==> src/rtl/core/m4vt_pkg.sv <==
// Shared types and constants for the 4x4 matrix-vector transform unit.
`timescale 1ns / 1ps
`default_nettype none

package m4vt_pkg;

  localparam int DATA_W = 32;
  localparam int DIM    = 4;

  // Item opcodes
  typedef enum logic [1:0] {
    CMD_LOAD  = 2'd0,
    CMD_POINT = 2'd1,
    CMD_DIR   = 2'd2,
    CMD_VEC   = 2'd3
  } cmd_t;

  localparam logic signed [DATA_W-1:0] SAT_MAX = 32'sh7FFF_FFFF;
  localparam logic signed [DATA_W-1:0] SAT_MIN = 32'sh8000_0000;

  // Sideband that travels alongside the lane pipeline
  typedef struct packed {
    logic valid;
    cmd_t mode;
  } m4vt_tag_t;

  // One row result as seen by the merge stage
  typedef struct packed {
    logic signed [DATA_W-1:0] value;
    logic                     sat;
  } m4vt_lane_res_t;

endpackage

`default_nettype wire

==> src/rtl/core/m4vt_if.sv <==
// Valid/ready channel interfaces for command items and transform results.
`timescale 1ns / 1ps
`default_nettype none


interface m4vt_out_if;
  logic               valid;
  logic               ready;
  logic signed [31:0] out_x;
  logic signed [31:0] out_y;
  logic signed [31:0] out_z;
  logic signed [31:0] out_w;
  logic               overflow;

  modport source (
    output valid, out_x, out_y, out_z, out_w, overflow,
    input  ready
  );
  modport sink (
    input  valid, out_x, out_y, out_z, out_w, overflow,
    output ready
  );
endinterface

`default_nettype wire

==> src/rtl/core/m4vt_merge.sv <==
// Merge stage: combines the four row results into the output register.
`timescale 1ns / 1ps
`default_nettype none

module m4vt_merge
  import m4vt_pkg::*;
(
  input  wire logic                  clk,
  input  wire logic                  rst,
  input  wire m4vt_tag_t             tag,
  input  wire m4vt_lane_res_t [DIM-1:0] res,
  output logic                       advance,
  m4vt_out_if.source                 rsp
);

  logic use_w;
  logic any_sat;

  // Pipeline moves whenever the output register is free or being drained
  assign advance = !rsp.valid || rsp.ready;

  // Row 3 counts only for full 4-vector transforms
  always_comb begin
    use_w   = (tag.mode == CMD_VEC);
    any_sat = res[0].sat || res[1].sat || res[2].sat || (use_w && res[3].sat);
  end

  // Output register
  always_ff @(posedge clk) begin
    if (rst) begin
      rsp.valid <= 1'b0;
    end else if (advance) begin
      rsp.valid <= tag.valid;
    end
    if (advance) begin
      rsp.out_x    <= res[0].value;
      rsp.out_y    <= res[1].value;
      rsp.out_z    <= res[2].value;
      rsp.out_w    <= use_w ? res[3].value : '0;
      rsp.overflow <= any_sat;
    end
  end

endmodule

`default_nettype wire

==> src/flat_wrapper.sv <==
// flat-port wrapper written by rule: the top's interface ports become plain ports
module m4vt_merge_flat import m4vt_pkg::*;
  (clk, rst, tag, res, advance, rsp_valid, rsp_out_x, rsp_out_y, rsp_out_z, rsp_out_w, rsp_overflow, rsp_ready);
  m4vt_out_if rsp_i ();
  input  wire logic clk;
  input  wire logic rst;
  input  wire m4vt_tag_t tag;
  input  wire m4vt_lane_res_t [DIM-1:0] res;
  output logic advance;
  output wire logic [$bits(rsp_i.valid)-1:0] rsp_valid;
  output wire logic [$bits(rsp_i.out_x)-1:0] rsp_out_x;
  output wire logic [$bits(rsp_i.out_y)-1:0] rsp_out_y;
  output wire logic [$bits(rsp_i.out_z)-1:0] rsp_out_z;
  output wire logic [$bits(rsp_i.out_w)-1:0] rsp_out_w;
  output wire logic [$bits(rsp_i.overflow)-1:0] rsp_overflow;
  input wire logic [$bits(rsp_i.ready)-1:0] rsp_ready;
  assign rsp_valid = rsp_i.valid;
  assign rsp_out_x = rsp_i.out_x;
  assign rsp_out_y = rsp_i.out_y;
  assign rsp_out_z = rsp_i.out_z;
  assign rsp_out_w = rsp_i.out_w;
  assign rsp_overflow = rsp_i.overflow;
  assign rsp_i.ready = rsp_ready;
  m4vt_merge u_core (.clk(clk), .rst(rst), .tag(tag), .res(res), .advance(advance), .rsp(rsp_i));
endmodule
==> config.mk <==
export PLATFORM = sky130hd
export DESIGN_NAME = m4vt_merge_flat
export DESIGN_NICKNAME = d
export VERILOG_FILES = /design/src/rtl/core/m4vt_pkg.sv /design/src/rtl/core/m4vt_if.sv /design/src/rtl/core/m4vt_merge.sv /design/src/flat_wrapper.sv
export SDC_FILE = /design/constraint.sdc
export NUM_CORES = 1
export LEC_CHECK = 0
export ABC_AREA = 1
export BUFFER_PORTS_ARGS = -buffer_cell sky130_fd_sc_hd__buf_2
export CAP_MARGIN = 20
export CORE_MARGIN = 4
export CORE_UTILIZATION = 42
export DETAILED_ROUTE_END_ITERATION = 7
export PLACE_DENSITY = 0.77
export SYNTH_ARGS = -nofsm -noshare
export SYNTH_HDL_FRONTEND = slang
export SYNTH_SLANG_ARGS = --single-unit
==> constraint.sdc <==
create_clock -name clk -period 6.53 [get_ports clk]
set_clock_uncertainty 0.2 [all_clocks]
set_input_delay 1.306 -clock clk [delete_from_list [all_inputs] [get_ports clk]]
set_output_delay 1.306 -clock clk [all_outputs]
set_load 0.1 [all_outputs]
* Yosys cells after proc, flatten, opt, wreduce, memory -nomap -nowiden
Index checks and enable logic that the tools add are counted.
** Storage, ports and cells
- Register bits after elaboration :: 130
- Input bits :: 138
** Operators by class
- Eq/ne operators :: 1
- Reductions and logical operators :: 6
** Operators by type and width (count)
- $logic_or 1x1->1 :: 4
- $eq 2x2->1 const B :: 1
- $logic_and 1x1->1 :: 1
- $logic_not 1->1 :: 1

* Longest topological paths before layout
- Depth after elaboration :: 3
- Gate-level depth with buffers :: 3

* Worst setup path after synthesis
OpenSTA, ideal clock, no wires.
- Path type :: input to output
- Start :: in rsp_ready
- End :: out advance
- Arrival :: 4687 ps
- Required time :: 5024 ps
- Setup slack :: 337 ps
- Stages on the path :: 2
- Buffers on the path :: 0
- Cells stage by stage :: inv_1 > nand2_1
** On the way
- Cells in the longest elaborated chain, start to end :: 1
** RTL lines
- start: declaration :: RTL line flat_wrapper.sv:16 : input wire logic [$bits(rsp_i.ready)-1:0] rsp_ready;
- $logic_or 1x1->1 :: RTL line m4vt_merge.sv:20 : assign advance = !rsp.valid || rsp.ready;
- end: declaration :: RTL line flat_wrapper.sv:9 : output logic advance;
Every way passes these cells.

* Worst setup path after layout
Same ends and word-level chain as after synthesis.

==> flow_summary.json <==
{
  "area_growth_pct": 49.3,
  "layout_commonest_cell": "buf_2",
  "dieHeight_um": 109,
  "place_inst": 604,
  "grtUsageTotal_pct": 16.2,
  "synth_cell_types": 12,
  "wire_per_inst_um": 15.7,
  "critical_path_class": "in2out",
  "grt_setup_unrepaired": "no",
  "initial_core_util_pct": 43.6,
  "p_int_mw": 1.71,
  "grt_pass1_vias": 2686,
  "grt_overflow": 0,
  "final_cell_mix": "buf_2, edfxtp_1, inv_1",
  "cts_sinks": 130,
  "die-area_mm2": 0.0119,
  "drtIter0Drc": 110,
  "root_buffer": "clkbuf_8",
  "hp-class": "in2reg",
  "synth_area_mm2": 0.00430,
  "reg2reg_to": "u_core.rsp.out_w[5]",
  "fin_ws_ns": 2.40,
  "synth_seq_cells": 130,
  "crit_required_ns": 5.02,
  "status": "complete, no violations",
  "drtAntennaViolNets": 0,
  "drc": 0,
  "rr_worst_depth": 2,
  "yosysWarnings": 0,
  "relSlewSlack_pct": 33.7,
  "insertion_delay_ns": 0.50,
  "htreeDepth": 4,
  "min_from": "rst",
  "worst_pin_slew_ns": 0.990,
  "hold_ws_ns": 0.752,
  "hold_viol": 0,
  "tns_ns": 0,
  "vdd_drop_max_mv": 0.167,
  "synth_top_area_share_pct": 90.2,
  "io_pins": 269,
  "endpoint_kind": "output pin",
  "finalNonFillerCells": 636,
  "yosys.area.top_type": "edfxtp_1",
  "p_leak_nw": 3.02,
  "finalMaxSlewViolations": 0,
  "dp_hpwl_um": 7640,
  "portBuffers": 268,
  "synth_nets": 343,
  "wl_um": 10000,
  "avgSynthCellArea_um2": 21.0,
  "synthTopCellsByArea": "edfxtp_1, nor2_2, inv_1",
  "finalPower_mw": 2.52,
  "coreArea_mm2": 0.00986,
  "r2r_start": "u_core.rsp.valid",
  "hold_depth": 2,
  "grt_max_degree": 69,
  "p_seq_share_pct": 39.4,
  "vias": 2759,
  "finalCriticalPeriod_ns": 4.13,
  "fin_nets": 628,
  "place_area_mm2": 0.00579,
  "final_util_pct": 65.0,
  "antenna-diode-count": 0,
  "cts_tree": "built",
  "place.gp.congestion": 0.772,
  "grt_pass1_wl_um": 13800,
  "drt_first_pass_iters": 6,
  "p_per_area_mw_per_mm2": 393,
  "placementRows": 36,
  "synth_cells": 205,
  "sw_frac_of_total_pct": 32.3,
  "setup_viol": 0,
  "finalCritPeriodShare_pct": 63.3,
  "cp.arrival_ns": 2.63,
  "fmax_ghz": 0.242,
  "rrSetupSlack_ns": 4.17,
  "viasPerCell": 4.34,
  "drv_cap": 0,
  "combPwrFrac_pct": 21.4,
  "path_clk_slew_ns": 0.06,
  "fin_area_mm2": 0.00641,
  "holdBufCountCts": 0,
  "p_clk_share_pct": 39.1,
  "cts_setup_buffers": 0,
  "nFillCells": 717,
  "antenna_found_initial": 0,
  "cts_buffers": 17,
  "power.switching_mw": 0.814,
  "dp_slack_ns": 2.40,
  "die_w_um": 109,
  "synth-seq-area-share_pct": 90.6,
  "worstHoldEndpoint": "u_core.rsp.valid",
  "crit_fanout": 64,
  "cts_resized": 0,
  "drive_above_1_share_pct": 65.4,
  "cts_max_path_buffers": 2,
  "start_kind": "input port"
}
critical path, cell delays in order:
cell and delay (ns):
buf_2 0.07, inv_1 0.05, nand2_4 0.59, buf_2 0.57
registers in the layout, summed over array words and instances (netlist names):
register,cells
u_core.rsp.out_x,32
u_core.rsp.out_y,32
u_core.rsp.out_w,32
u_core.rsp.valid,1
u_core.rsp.out_z,32
u_core.rsp.overflow,1
Yosys cell counts:
master	count
a21oi_1	1
buf_6	3
dfxtp_1	1
edfxtp_1	129
inv_1	34
nand2_1	1
nand2_2	1
nand3_1	1
nand3b_1	1
nor2_1	3
nor2_2	27
nor2_4	3
routing by layer:
| metal | vias up | GRT usage (%) | part of all wire, % |
|---|---|---|---|
| met4 | 0 | 8.39 | 2.4 |
| met2 | 171 | 26.4 | 51 |
| met1 | 1265 | 17.3 | 34 |
| li1 | 1300 | - | - |
| met5 | - | 0 | 0 |
| met3 | 23 | 8.11 | 13 |
worst max path at each step:
stage / start / end / slack [ns] / depth (start not counted)
after floorplan: rsp_ready / advance / 0.34 / 2
after global routing: rsp_ready / advance / 2.31 / 4
after CTS: rsp_ready / advance / 2.40 / 4
after detailed placement: rsp_ready / advance / 2.40 / 4
after global placement: rsp_ready / advance / 2.43 / 4
final: rsp_ready / advance / 2.40 / 4
power by group through the flow:
stage	Combinational (mW)	Sequential (mW)	Clock [mW]
2_1_floorplan	0.0289	1.43	0
3_3_place_gp	0.540	1.01	0
3_5_place_dp	0.543	1.01	0
4_1_cts	0.543	0.996	1.01
5_1_grt	0.554	0.999	1.06
6_report	0.540	0.995	0.988
layout make-up:
type | count | area, µm² | area share, %
Sequential cell | 130 | 3890 | 60.7
Timing Repair Buffer | 269 | 1350 | 21.0
Clock buffer | 18 | 418 | 6.51
Multi-Input combinational cell | 38 | 249 | 3.88
Clock inverter | 14 | 211 | 3.30
Tap cell | 133 | 166 | 2.59
Inverter | 34 | 128 | 1.99
logic make-up after synthesis:
kind of cell    share of synthesized area, %
simple gates                            5.50
flops                                   90.6
compound gates                         0.116
buf+inv                                 3.76
Power figures use the tool's default switching activity.
